## src/rtl/uer_pkg.sv

```systemverilog
`timescale 1ns / 1ps
`default_nettype none

package uer_pkg;

  // Register map of the configuration port.
  localparam int CFG_IDX_W = 2;
  localparam int CFG_DATA_W = 20;
  localparam logic [CFG_IDX_W-1:0] CFG_SETTLE = 2'd0;
  localparam logic [CFG_IDX_W-1:0] CFG_TRIGGER = 2'd1;
  localparam logic [CFG_IDX_W-1:0] CFG_TIMEOUT = 2'd2;
  localparam logic [CFG_IDX_W-1:0] CFG_RETRY = 2'd3;

  // Register widths and values after reset.
  localparam int SETTLE_W = 20;
  localparam int TRIGGER_W = 10;
  localparam int TIMEOUT_W = 20;
  localparam int RETRY_W = 4;
  localparam logic [SETTLE_W-1:0] SETTLE_RST = 20'd10000;
  localparam logic [TRIGGER_W-1:0] TRIGGER_RST = 10'd10;
  localparam logic [TIMEOUT_W-1:0] TIMEOUT_RST = 20'd30000;
  localparam logic [RETRY_W-1:0] RETRY_RST = 4'd1;

  // Distance is round(width * 17 / 1000): tracked as quotient and remainder.
  localparam int DIST_W = 15;
  localparam int REM_W = 10;
  localparam logic [REM_W-1:0] DIST_STEP = 10'd17;
  localparam logic [REM_W-1:0] DIST_DEN = 10'd1000;
  localparam logic [REM_W-1:0] DIST_BIAS = 10'd500;
  localparam logic [DIST_W-1:0] DIST_MAX = 15'd32767;

  typedef enum logic [4:0] {
    PH_IDLE   = 5'b00001,
    PH_SETTLE = 5'b00010,
    PH_TRIG   = 5'b00100,
    PH_RISE   = 5'b01000,
    PH_HIGH   = 5'b10000
  } phase_t;

  typedef struct packed {
    logic [SETTLE_W-1:0]  settle;
    logic [TRIGGER_W-1:0] trigger;
    logic [TIMEOUT_W-1:0] timeout;
    logic [RETRY_W-1:0]   retry;
  } cfg_t;

  typedef struct packed {
    logic clear;
    logic step;
  } dist_ctl_t;

  typedef struct packed {
    logic              trigger;
    logic              busy;
    logic              done;
    logic              fail;
    logic [DIST_W-1:0] distance;
  } result_t;

endpackage

`default_nettype wire

```

## src/rtl/uer_dist.sv

```systemverilog
`timescale 1ns / 1ps
`default_nettype none

// Running distance: each counted echo tick adds 17 to a remainder modulo 1000,
// carrying into a quotient that saturates at the output limit.
module uer_dist (
  input  wire logic                        clk,
  input  wire logic                        rst,
  input  wire logic                        fire,
  input  wire uer_pkg::dist_ctl_t          ctl,
  output logic [uer_pkg::DIST_W-1:0]       quot
);

  logic [uer_pkg::REM_W-1:0] rem;
  logic [uer_pkg::REM_W-1:0] rem_sum;
  logic                      carry;

  assign rem_sum = rem + uer_pkg::DIST_STEP;
  assign carry = (rem_sum >= uer_pkg::DIST_DEN);

  always_ff @(posedge clk) begin
    if (rst) begin
      quot <= '0;
      rem <= uer_pkg::DIST_BIAS;
    end else if (fire) begin
      if (ctl.clear) begin
        quot <= '0;
        rem <= uer_pkg::DIST_BIAS;
      end else if (ctl.step) begin
        if (carry) begin
          rem <= rem_sum - uer_pkg::DIST_DEN;
          if (quot != uer_pkg::DIST_MAX) begin
            quot <= quot + 1'b1;
          end
        end else begin
          rem <= rem_sum;
        end
      end
    end
  end

endmodule

`default_nettype wire

```

## src/rtl/uer_fsm.sv

```systemverilog
`timescale 1ns / 1ps
`default_nettype none

// Ranging sequencer: settle, trigger pulse, echo wait and echo timing,
// with retries. Updates its state once for each word that is fired.
module uer_fsm #(
  parameter int COUNTER_BITS = 20
) (
  input  wire logic                        clk,
  input  wire logic                        rst,
  input  wire logic                        fire,
  input  wire logic                        start_req,
  input  wire logic                        echo_level,
  input  wire uer_pkg::cfg_t               cfg,
  input  wire logic [uer_pkg::DIST_W-1:0]  dist_quot,
  output uer_pkg::dist_ctl_t               dist_ctl,
  output uer_pkg::result_t                 result
);

  localparam int CW = (COUNTER_BITS > uer_pkg::SETTLE_W) ? COUNTER_BITS : uer_pkg::SETTLE_W;

  uer_pkg::phase_t                phase, phase_next;
  logic [COUNTER_BITS-1:0]        phase_ticks, phase_ticks_next;
  logic [COUNTER_BITS-1:0]        echo_width, echo_width_next;
  logic [uer_pkg::RETRY_W-1:0]    tries_left, tries_left_next;
  logic [COUNTER_BITS-1:0]        ticks_inc;
  logic [uer_pkg::RETRY_W-1:0]    tries_dec;
  logic                           done, fail, attempt_failed, dist_out;

  // A limit above the counter range is clamped to its top value; since the
  // counter never exceeds that value, reaching it also meets the limit.
  function automatic logic reached(input logic [COUNTER_BITS-1:0] t,
                                   input logic [CW-1:0] lim);
    return (CW'(t) >= lim) || (t == '1);
  endfunction

  assign ticks_inc = (phase_ticks == '1) ? phase_ticks : phase_ticks + 1'b1;
  assign tries_dec = (tries_left != '0) ? tries_left - 1'b1 : tries_left;

  always_comb begin
    phase_next = phase;
    phase_ticks_next = phase_ticks;
    echo_width_next = echo_width;
    tries_left_next = tries_left;
    done = 1'b0;
    fail = 1'b0;
    attempt_failed = 1'b0;
    dist_out = 1'b0;
    dist_ctl = '0;
    case (phase)
      uer_pkg::PH_IDLE: begin
        if (start_req) begin
          if (cfg.retry == '0) begin
            done = 1'b1;
            fail = 1'b1;
          end else begin
            tries_left_next = cfg.retry;
            phase_next = uer_pkg::PH_SETTLE;
            phase_ticks_next = '0;
          end
        end
      end
      uer_pkg::PH_SETTLE: begin
        phase_ticks_next = ticks_inc;
        if (reached(ticks_inc, CW'(cfg.settle))) begin
          phase_next = uer_pkg::PH_TRIG;
          phase_ticks_next = '0;
        end
      end
      uer_pkg::PH_TRIG: begin
        phase_ticks_next = ticks_inc;
        if (reached(ticks_inc, CW'(cfg.trigger))) begin
          phase_next = uer_pkg::PH_RISE;
          phase_ticks_next = '0;
          echo_width_next = '0;
          dist_ctl.clear = 1'b1;
        end
      end
      uer_pkg::PH_RISE, uer_pkg::PH_HIGH: begin
        phase_ticks_next = ticks_inc;
        if (echo_level) begin
          phase_next = uer_pkg::PH_HIGH;
          echo_width_next = (echo_width == '1) ? echo_width : echo_width + 1'b1;
          dist_ctl.step = (echo_width != '1);
          attempt_failed = reached(ticks_inc, CW'(cfg.timeout));
        end else if (phase == uer_pkg::PH_RISE) begin
          attempt_failed = reached(ticks_inc, CW'(cfg.timeout));
        end else begin
          // Echo has fallen: the measurement is complete.
          done = 1'b1;
          dist_out = 1'b1;
          phase_next = uer_pkg::PH_IDLE;
          phase_ticks_next = '0;
        end
      end
      default: begin
        phase_next = uer_pkg::PH_IDLE;
        phase_ticks_next = '0;
      end
    endcase

    // A timed-out attempt either starts again from the settle time or ends
    // the request with a failure.
    if (attempt_failed) begin
      tries_left_next = tries_dec;
      phase_ticks_next = '0;
      if (tries_dec != '0) begin
        phase_next = uer_pkg::PH_SETTLE;
      end else begin
        phase_next = uer_pkg::PH_IDLE;
        done = 1'b1;
        fail = 1'b1;
      end
    end
  end

  always_comb begin
    result.trigger = (phase_next == uer_pkg::PH_TRIG);
    result.busy = (phase_next != uer_pkg::PH_IDLE);
    result.done = done;
    result.fail = fail;
    result.distance = dist_out ? dist_quot : '0;
  end

  always_ff @(posedge clk) begin
    if (rst) begin
      phase <= uer_pkg::PH_IDLE;
      phase_ticks <= '0;
      echo_width <= '0;
      tries_left <= '0;
    end else if (fire) begin
      phase <= phase_next;
      phase_ticks <= phase_ticks_next;
      echo_width <= echo_width_next;
      tries_left <= tries_left_next;
    end
  end

`ifndef SYNTHESIS
  // Echo timing only ever follows the trigger pulse.
  a_high_from_rise: assert property (@(posedge clk) disable iff (rst)
    fire && (phase_next == uer_pkg::PH_HIGH) && (phase != uer_pkg::PH_HIGH)
      |-> (phase == uer_pkg::PH_RISE))
    else $error("echo timing entered without waiting for the rise");
  // While sequencing an attempt there is always at least one try left.
  a_tries_left: assert property (@(posedge clk) disable iff (rst)
    (phase != uer_pkg::PH_IDLE) |-> (tries_left != '0))
    else $error("attempt in progress with no tries left");
  // A measurement always ends with the sequencer back in idle.
  a_done_idle: assert property (@(posedge clk) disable iff (rst)
    fire && done |-> (phase_next == uer_pkg::PH_IDLE))
    else $error("measurement ended outside idle");
`endif

endmodule

`default_nettype wire

```

## src/rtl/ultrasonic_echo_ranger_unit.sv

```systemverilog
// A word accepted on the input is registered in the input stage, and its result word is
// registered in the output stage and offered on the output from there.
// Throughput: one word per clock while the output is taken; the input register and
// the output register form a two-stage pipeline, so one input word is taken while a result waits.
// Reset (rst, synchronous, active high) empties both stages, puts the
// sequencer in idle with counters cleared and loads the register defaults.
`timescale 1ns / 1ps
`default_nettype none

module ultrasonic_echo_ranger_unit #(
  parameter int COUNTER_BITS = 20
) (
  input  wire logic                            clk,
  input  wire logic                            rst,
  input  wire logic                            cfg_wr_en,
  input  wire logic [uer_pkg::CFG_IDX_W-1:0]   cfg_index,
  input  wire logic [uer_pkg::CFG_DATA_W-1:0]  cfg_wr_data,
  input  wire logic                            in_valid,
  output logic                                 in_ready,
  input  wire logic                            start_req,
  input  wire logic                            echo_level,
  output logic                                 out_valid,
  input  wire logic                            out_ready,
  output logic                                 trigger_level,
  output logic                                 busy_res,
  output logic                                 done_res,
  output logic                                 failed,
  output logic [uer_pkg::DIST_W-1:0]           distance_cm
);

  uer_pkg::cfg_t       cfg;
  uer_pkg::dist_ctl_t  dist_ctl;
  uer_pkg::result_t    result;
  logic [uer_pkg::DIST_W-1:0] dist_quot;
  logic s1_valid, s1_start, s1_echo;
  logic advance, fire;

  // Configuration registers.
  always_ff @(posedge clk) begin
    if (rst) begin
      cfg.settle <= uer_pkg::SETTLE_RST;
      cfg.trigger <= uer_pkg::TRIGGER_RST;
      cfg.timeout <= uer_pkg::TIMEOUT_RST;
      cfg.retry <= uer_pkg::RETRY_RST;
    end else if (cfg_wr_en) begin
      case (cfg_index)
        uer_pkg::CFG_SETTLE:  cfg.settle <= cfg_wr_data[uer_pkg::SETTLE_W-1:0];
        uer_pkg::CFG_TRIGGER: cfg.trigger <= cfg_wr_data[uer_pkg::TRIGGER_W-1:0];
        uer_pkg::CFG_TIMEOUT: cfg.timeout <= cfg_wr_data[uer_pkg::TIMEOUT_W-1:0];
        uer_pkg::CFG_RETRY:   cfg.retry <= cfg_wr_data[uer_pkg::RETRY_W-1:0];
        default: begin
        end
      endcase
    end
  end

  // Pipeline flow: the output stage advances when empty or taken.
  assign advance = !out_valid || out_ready;
  assign in_ready = !s1_valid || advance;
  assign fire = s1_valid && advance;

  // Input stage.
  always_ff @(posedge clk) begin
    if (rst) begin
      s1_valid <= 1'b0;
    end else if (in_ready) begin
      s1_valid <= in_valid;
    end
  end

  always_ff @(posedge clk) begin
    if (in_valid && in_ready) begin
      s1_start <= start_req;
      s1_echo <= echo_level;
    end
  end

  uer_fsm #(
    .COUNTER_BITS(COUNTER_BITS)
  ) u_fsm (
    .clk        (clk),
    .rst        (rst),
    .fire       (fire),
    .start_req  (s1_start),
    .echo_level (s1_echo),
    .cfg        (cfg),
    .dist_quot  (dist_quot),
    .dist_ctl   (dist_ctl),
    .result     (result)
  );

  uer_dist u_dist (
    .clk  (clk),
    .rst  (rst),
    .fire (fire),
    .ctl  (dist_ctl),
    .quot (dist_quot)
  );

  // Output stage.
  always_ff @(posedge clk) begin
    if (rst) begin
      out_valid <= 1'b0;
    end else if (advance) begin
      out_valid <= s1_valid;
    end
  end

  always_ff @(posedge clk) begin
    if (fire) begin
      trigger_level <= result.trigger;
      busy_res <= result.busy;
      done_res <= result.done;
      failed <= result.fail;
      distance_cm <= result.distance;
    end
  end

`ifndef SYNTHESIS
  // A failure is only reported together with the end of a measurement.
  a_fail_with_done: assert property (@(posedge clk) disable iff (rst)
    out_valid && failed |-> done_res)
    else $error("failure flagged without done");
  // A distance is only given on a successful completion.
  a_dist_on_success: assert property (@(posedge clk) disable iff (rst)
    out_valid && (distance_cm != '0) |-> (done_res && !failed))
    else $error("distance shown outside a successful completion");
  // The trigger is only driven during a measurement.
  a_trigger_busy: assert property (@(posedge clk) disable iff (rst)
    out_valid && trigger_level |-> busy_res)
    else $error("trigger high while not busy");
  // A held input word stays in the input stage until it moves on.
  a_s1_hold: assert property (@(posedge clk) disable iff (rst)
    s1_valid && !advance |=> s1_valid && $stable(s1_start) && $stable(s1_echo))
    else $error("input stage lost a stalled word");
`endif

endmodule

`default_nettype wire

```

## config.mk

```make
export PLATFORM = sky130hd
export DESIGN_NAME = ultrasonic_echo_ranger_unit
export DESIGN_NICKNAME = d
export VERILOG_FILES = /design/src/rtl/uer_pkg.sv /design/src/rtl/uer_dist.sv /design/src/rtl/uer_fsm.sv /design/src/rtl/ultrasonic_echo_ranger_unit.sv
export SDC_FILE = /design/constraint.sdc
export NUM_CORES = 1
export LEC_CHECK = 0
export BUFFER_PORTS_ARGS = -buffer_cell sky130_fd_sc_hd__buf_2
export CAP_MARGIN = 20
export CORE_MARGIN = 4
export CORE_UTILIZATION = 40
export DETAILED_ROUTE_END_ITERATION = 8
export PLACE_DENSITY = 0.56
export SLEW_MARGIN = 25
export SYNTH_ARGS = -nofsm -noshare
export SYNTH_HDL_FRONTEND = slang
export SYNTH_SLANG_ARGS = --single-unit
```

## constraint.sdc

```tcl
create_clock -name clk -period 9.23 [get_ports clk]
set_clock_uncertainty 0.05 [all_clocks]
set_input_delay 0 -clock clk [delete_from_list [all_inputs] [get_ports clk]]
set_output_delay 0 -clock clk [all_outputs]
set_load 0.02 [all_outputs]
```

==> results by group, run 1 <==
Outcome
  • Status: completed

Floorplanning
  • Die X: 154 um
  • Ports: 50
  • # rows: 53
  • Die Footprint: 23600 um^2
  • Std-Cell Core Area: 21000 um^2
  • Initial core utilization: 40.5%
  • Die Ht: 154 um

Clock network
  • CTS tree: done
  • Clock latency on the worst-skew pair: 0.43 ns
  • H-tree depth: 4
  • Clock-pin slew on the worst setup and hold paths: 0.07 ns
  • Root buf cell: clkbuf_16
  • Clk sinks: 151
  • CTS resizes: 0
  • Clk buf depth: 2
  • TritonCTS Buffers: 17

Cells and area
  • Syn-to-layout area delta: 14.9%
  • Ratio of cells with drive above 1 in the final layout: 10.2%
  • Most common cell after layout, fill and taps aside: nand2_1
  • Fin nets: 1144
  • FILL cells: 2094
  • Fin area: 9750 um^2
  • Number of diodes: 0
  • Most frequent cells in the layout: nand2_1, dfxtp_1, a21oi_1

Synthesis
  • Post-synthesis cell count: 1015
  • Mapped Area: 8490 um^2
  • Sequential area share after synthesis: 38.1%
  • Fraction of registers with async set/reset: 0%
  • Post-synth cell types: 74
  • Seq cells post-synth: 151
  • Post-synth EDFFs: 21
  • Syn_nets: 1101
  • Avg Inst Size Synth: 8.37 um^2
  • Top_reg_cell synth: dfxtp_1
  • Synth warnings: 0

Routing
  • Vias/cell: 5.47
  • Met2 routed WL: 9390 um
  • Wire per inst: 16.2 um
  • TritonRoute pass-1 iters: 5
  • Via Count: 7366
  • Number of remaining DRC errors: 0
  • Met3 Routed Length: 1080 um
  • DRT iter0 DRCs: 510
  • Wl on met1: 10900 um
  • DR top layer: met4
  • Post-route ant nets: 0
  • DRT Wirelength: 21700 um

Worst setup path
  • Largest stage delay, worst path: 0.70 ns
  • Worst path arrival time: 5.72 ns
  • Slowest cell on the critical path: nor4_2
  • CP Capture Type: flop
  • CP Max Fanout: 29
  • CP Buf/Inv Count: 0
  • Critical path cell sequence: ha_1 -> nand4_4 -> nor4_2 -> nand2_1 -> and3_1 -> xor2_1 -> ha_1 -> o21ai_0 -> o21ai_0 -> o211ai_1 -> o211ai_1 -> nor4_4 -> a21oi_2 -> or2_2 -> or4_1 -> nand2_1
  • Worst Reg2Reg Path Length in Cells: 16
  • CP delay by family, top: simple AND/OR/NAND/NOR gates
  • Worst EP required: 9.56 ns
  • Kind of critical path: reg2reg
  • Startpoint Class: flop
  • Crit path depth: 16

Timing
  • Tcrit/Tclk final: 58.4%
  • Slew Limit Fails: 0
  • Setup TNS: 0 ns
  • Minimum clock period: 5.39 ns
  • Worst slew margin: 35.6%
  • Final setup vio count: 0
  • Final hold violations: 0
  • Peak Freq: 185 MHz
  • RSZ-0062 raised after global routing: no
  • Least-Margin Pin Slew: 0.965 ns

Pwr
  • Final Total Pwr: 1.48 mW
  • VDD IR max: 0.115 mV
  • Power Density: 152 nW/um^2
  • Pleak: 3.88 nW

Place
  • Placed cell areas: 8870 um^2
  • HPWL after DPL: 15100 um
  • Final GP Congestion: 0.889
  • Input/output buffers: 49

Flow run
  • Max Cap Viol: 0

GRT
  • Vias in the first global route: 6750
  • Total GRT Usage: 18.1%
  • Global-route wire length before repair: 35100 um
  • Largest net degree at the start of global routing: 81
  • GR Overflow Total: 0
  • Antenna violations before repair: 0

Worst hold path
  • WHS Path Cells: 5
  • Hold Crit Class: in2reg
==> cells by family (layout without fill, tap and decap cells) <==
group           after synthesis  count (layout)  synth area share [%]
fa+ha+maj                    57              57                  8.40
mux                          17              17                  2.02
buf+inv                     129             185                  6.16
xor+xnor                     30              30                  3.09
compound gates              250             250                  19.6
simple gates                381             381                  22.6
flops                       151             151                  38.1
==> path summary, 6_finish.rpt <==
kind	from	endpoint	slack (ns)
worst max-delay path	u_fsm.phase_ticks[0]	u_dist.quot[11]	3.84
worst min-delay path	cfg_wr_en	cfg[13]	0.08
worst max register to register	u_fsm.phase_ticks[0]	u_dist.quot[11]	3.84
worst min register to register	cfg[10]	cfg[10]	0.41
==> flip-flops by register name, summed over array words and instances, names as in the netlist, 4 cells and up <==
signal and flops:
u_fsm.phase 5, cfg 54, u_fsm.tries_left 4, u_dist.rem 10, u_dist.quot 15, u_fsm.echo_width 20, u_fsm.phase_ticks 20, distance_cm 15
==> per-layer routing <==
metal | global-route usage, % | vias up
met2 | 27.4 | 182
met5 | 0 | -
met1 | 25.7 | 3424
li1 | - | 3735
met3 | 3.69 | 25
met4 | 6.18 | 0
==> what timing repair did <==
action                                 4_1_cts  5_1_grt
hold buffers                                29        0
endpoints found under the hold margin       60        0
buffers inserted                             0        0
==> report_power, final <==
group          internal [mW]  leakage (nW)  switching, mW
registers              0.682          1.25        0.00850
clock network          0.384         0.278          0.301
logic                 0.0404          2.36         0.0655
total                   1.11          3.88          0.375
==> synthesized netlist by cell type (all sizes together), types with 12 or more instances <==
cell / instances / share of area [%]
a21o: 12 / 1.1
a21oi: 78 / 4.6
a31oi: 12 / 0.88
a32oi: 17 / 1.8
and3: 28 / 2.1
buf: 19 / 1.3
clkbuf: 39 / 1.8
dfxtp: 130 / 31
edfxtp: 21 / 7.4
ha: 57 / 8.4
inv: 71 / 3.1
mux2i: 16 / 1.9
nand2: 134 / 5.9
nand3: 24 / 1.5
nand4: 20 / 1.7
nor2: 75 / 3.3
nor3: 19 / 1.1
o211ai: 28 / 2.7
o21ai: 47 / 2.8
or3: 16 / 1.2
or4: 12 / 1.1
xnor2: 14 / 1.4
xor2: 16 / 1.7
==> cell type report <==
| type | instances | area (um^2) | area share, % |
|---|---|---|---|
| Clock inverter | 12 | 106 | 1.09 |
| Tap cell | 275 | 344 | 3.53 |
| Timing Repair Buffer | 82 | 566 | 5.80 |
| Inverter | 71 | 267 | 2.73 |
| Clock buffer | 20 | 479 | 4.91 |
| Multi-Input combinational cell | 735 | 4760 | 48.8 |
| Sequential cell | 151 | 3230 | 33.2 |
==> stage by stage <==
stage / setup slack, ns / hold WS (ns) / instances / utilization, %
after floorplan: 5.02 / 0.0489 / 1015 / -
after global placement: 3.83 / 0.130 / 1285 / 42.3
after detailed placement: 3.76 / 0.132 / 1285 / 42.3
after CTS: 3.73 / 0.0681 / 1346 / 46.5
after global routing: 3.42 / 0.125 / 1346 / 46.5
final: 3.84 / 0.0841 / 1346 / 46.5
==> worst reg2reg max path: cells and delay by family, from the launching register on <==
kind | cells | cell delay, ns
compound gates | 5 | 0.73
simple gates | 8 | 3.17
flops | 1 | 0.43
xor+xnor | 1 | 0.33
fa+ha+maj | 2 | 0.65
Note: power is estimated with default switching activity, not from simulation.
==> run 2: changes to the inputs <==
Clock period 9.23 ns to 5.1 ns, I/O delays scaled along.
==> results by group, run 2 (synthesis results as in run 1) <==
Cells and area
  • Most common cell after layout, fill and taps aside: nand2_1
  • Regs by FF count: cfg x54, u_fsm.echo_width x20, u_fsm.phase_ticks x20
  • Most frequent cells in the layout: nand2_1, dfxtp_1, a21oi_1
  • Seq. cell area: 3230 um^2 (unchanged)
  • Area of the multi-input gates: 4760 um^2 (about the same)
  • Number of diodes: 0 (unchanged)
  • FILL cells: 2089 (-0.24%)
  • Max reg flops: 54 (unchanged)
  • Top register by number of flip-flops: cfg
  • Fin nets: 1158 (+1.2%)
  • Ratio of cells with drive above 1 in the final layout: 11.4% (+1.3 points)
  • Syn-to-layout area delta: 16.5%

Worst hold path
  • WHS Endpoint: cfg[23]
  • Hold Crit Class: in2reg
  • Min-delay src: cfg_index[0]
  • WHS Path Cells: 4 (-1)

Timing
  • Tcrit/Tclk final: 90.4% (+32 points)
  • Least-Margin Pin Slew: 0.936 ns (-0.0292 ns)
  • Final setup vio count: 0 (unchanged)
  • Setup TNS: 0 ns (unchanged)
  • Slew Limit Fails: 0 (unchanged)
  • Final hold violations: 0 (unchanged)
  • Hold slack: 0.0150 ns (-0.0690 ns)
  • RSZ-0062 raised after global routing: no
  • Peak Freq: 217 MHz (+17%)
  • Worst slew margin: 37.6% (+1.9 points)
  • Minimum clock period: 4.61 ns (-0.781 ns)

Clock network
  • TritonCTS Buffers: 17 (unchanged)
  • CTS tree: done
  • Clock-pin slew on the worst setup and hold paths: 0.07 ns (about the same)
  • Clk buf depth: 2 (unchanged)
  • Clock latency on the worst-skew pair: 0.43 ns (about the same)
  • Root buf cell: clkbuf_16
  • H-tree depth: 4 (unchanged)
  • Clk sinks: 151 (unchanged)

Floorplanning
  • Initial core utilization: 40.5% (unchanged)
  • Ports: 50 (unchanged)
  • Die Footprint: 23600 um^2 (unchanged)
  • # rows: 53 (unchanged)
  • Die Ht: 154 um (unchanged)
  • Die X: 154 um (unchanged)
  • Std-Cell Core Area: 21000 um^2 (unchanged)

GRT
  • Antenna violations before repair: 0 (unchanged)
  • GR Util met1: 26.8% (+1.1 points)
  • Total GRT Usage: 18.6% (+0.54 points)
  • Vias in the first global route: 7085 (+5.0%)
  • Met2 Track Usage GR: 29.5% (+2.1 points)
  • Global-route wire length before repair: 36400 um (+3.6%)
  • GR Overflow Total: 0 (unchanged)
  • Largest net degree at the start of global routing: 81 (unchanged)
  • M3 GR Usage: 3.04% (-0.65 points)
  • Most crowded layer after global routing: met2

Routing
  • TritonRoute pass-1 iters: 5 (unchanged)
  • Post-route ant nets: 0 (unchanged)
  • Wire per inst: 16.0 um (-1.0%)
  • DRT iter0 DRCs: 454 (-11%)
  • Via Count: 7392 (+0.35%)
  • Vias/cell: 5.44 (-0.68%)
  • Number of remaining DRC errors: 0 (unchanged)
  • DRT Wirelength: 21700 um (about the same)

Pwr
  • Net Sw Power: 0.687 mW (+83%)
  • Internal power: 2.11 mW (+90%)
  • Sw Share: 24.6% (-0.74 points)
  • Pleak: 4.01 nW (+3.2%)
  • Flop pwr share: 44.7% (-1.9 points)
  • Power Density: 282 nW/um^2 (+86%)
  • Comb pwr share: 6.9% (-0.3 points)
  • VDD IR max: 0.233 mV (+100%)
  • Clock power share: 48.4% (+2.1 points)

Place
  • HPWL after DPL: 15600 um (+3.4%)
  • Final GP Congestion: 0.917 (+3.1%)
  • Input/output buffers: 49 (unchanged)

Worst setup path
  • RR Startpoint: u_fsm.phase_ticks[1]
  • Worst path arrival time: 4.93 ns (-0.79 ns)
  • Worst R2R End: u_dist.quot[11]
  • Kind of critical path: reg2reg
  • Critical path cell sequence: ha_1 -> and4_1 -> nand4_1 -> nor3_1 -> buf_4 -> nor3_1 -> xor2_1 -> ha_1 -> and4_1 -> o2111ai_1 -> o211ai_1 -> nor4_4 -> a21oi_2 -> buf_4 -> or2_1 -> or4_1 -> nand2_1
  • CP Capture Type: flop
  • Largest stage delay, worst path: 0.55 ns (-0.15 ns)
  • R2R setup slack: 0.49 ns (-3.35 ns)
  • Startpoint Class: flop
  • Slowest cell on the critical path: or4_1
  • CP Max Fanout: 15 (-48%)
  • Worst EP required: 5.42 ns (-4.14 ns)
  • Worst Reg2Reg Path Length in Cells: 17 (+1)

Flow run
  • Max Cap Viol: 0 (unchanged)

Outcome
  • Status: completed
==> run 2: cell count changes in the layout (fill, tap and decap cells not counted), sizes merged <==
cell,delta
bufinv,+3
inv,+2
clkbuf,-2
clkinvlp,-1
clkinv,-2
buf,+17
dlygate4sd3,-3
==> run 2: power groups by stage <==
stage,clock network (mW),logic [mW],registers (mW)
after floorplan,0,0.109,1.28
after global placement,0,0.177,1.27
after detailed placement,0,0.177,1.28
after CTS,1.39,0.193,1.25
after global routing,1.44,0.215,1.25
final,1.35,0.192,1.25
==> run 2: worst max-delay path by stage <==
stage	end	slack [ns]	cells past startpoint	start
floorplan	u_dist.rem[6]	0.89	18	u_fsm.phase_ticks[0]
global placement	u_dist.quot[11]	0.42	18	u_fsm.phase_ticks[0]
detailed placement	u_dist.quot[11]	0.47	16	u_fsm.phase_ticks[0]
CTS	u_dist.quot[11]	0.42	16	u_fsm.phase_ticks[0]
global route	u_dist.quot[11]	0.07	17	u_fsm.phase_ticks[1]
finish	u_dist.quot[11]	0.49	17	u_fsm.phase_ticks[1]
==> run 2: layout make-up <==
type,instances,area share (%)
inverters,71,2.70
multi-input cells,735,48.1
well taps,275,3.48
clock inverters,14,1.89
flip-flops and latches,151,32.7
clock buffers,18,4.44
repair buffers,96,6.71
==> run 2: layer usage <==
| metal | vias to the layer above | wire [um] |
|---|---|---|
| met5 | - | 0 |
| met4 | 0 | 187 |
| met3 | 14 | 979 |
| met2 | 173 | 9670 |
| met1 | 3447 | 10900 |
| li1 | 3758 | - |
==> run 2: what timing repair did <==
| item | 4_1_cts | 5_1_grt |
|---|---|---|
| resized for setup | 0 | 1 |
| setup buffers | 0 | 1 |
| endpoints found under the hold margin | 60 | 0 |
| hold buffers | 26 | 0 |
| endpoints found under the setup margin | 0 | 6 |
==> run 2: critical path, delay by kind of cell, from the launching register on <==
kind / cells / cell delay (ns)
DFF: 1 / 0.42
xor gates and xnor gates: 1 / 0.40
and+or+nand+nor: 9 / 2.27
AOI/OAI and AO/OA: 3 / 0.37
buffers and inverters: 2 / 0.37
adders and majority gates: 2 / 0.65
==> run 2: metrics by stage <==
stage / cells / power [mW] / setup slack, ns / util [%] / area (um^2)
5_1_grt: 1360 / 2.91 / 0.0729 / 47.2 / 9890
4_1_cts: 1359 / 2.83 / 0.417 / 47.1 / 9870
6_report: 1360 / 2.79 / 0.489 / 47.2 / 9890
3_3_place_gp: 1301 / 1.45 / 0.422 / 42.9 / 8980
3_5_place_dp: 1301 / 1.45 / 0.473 / 42.9 / 8990
2_1_floorplan: 1015 / 1.39 / 0.893 / - / 8490
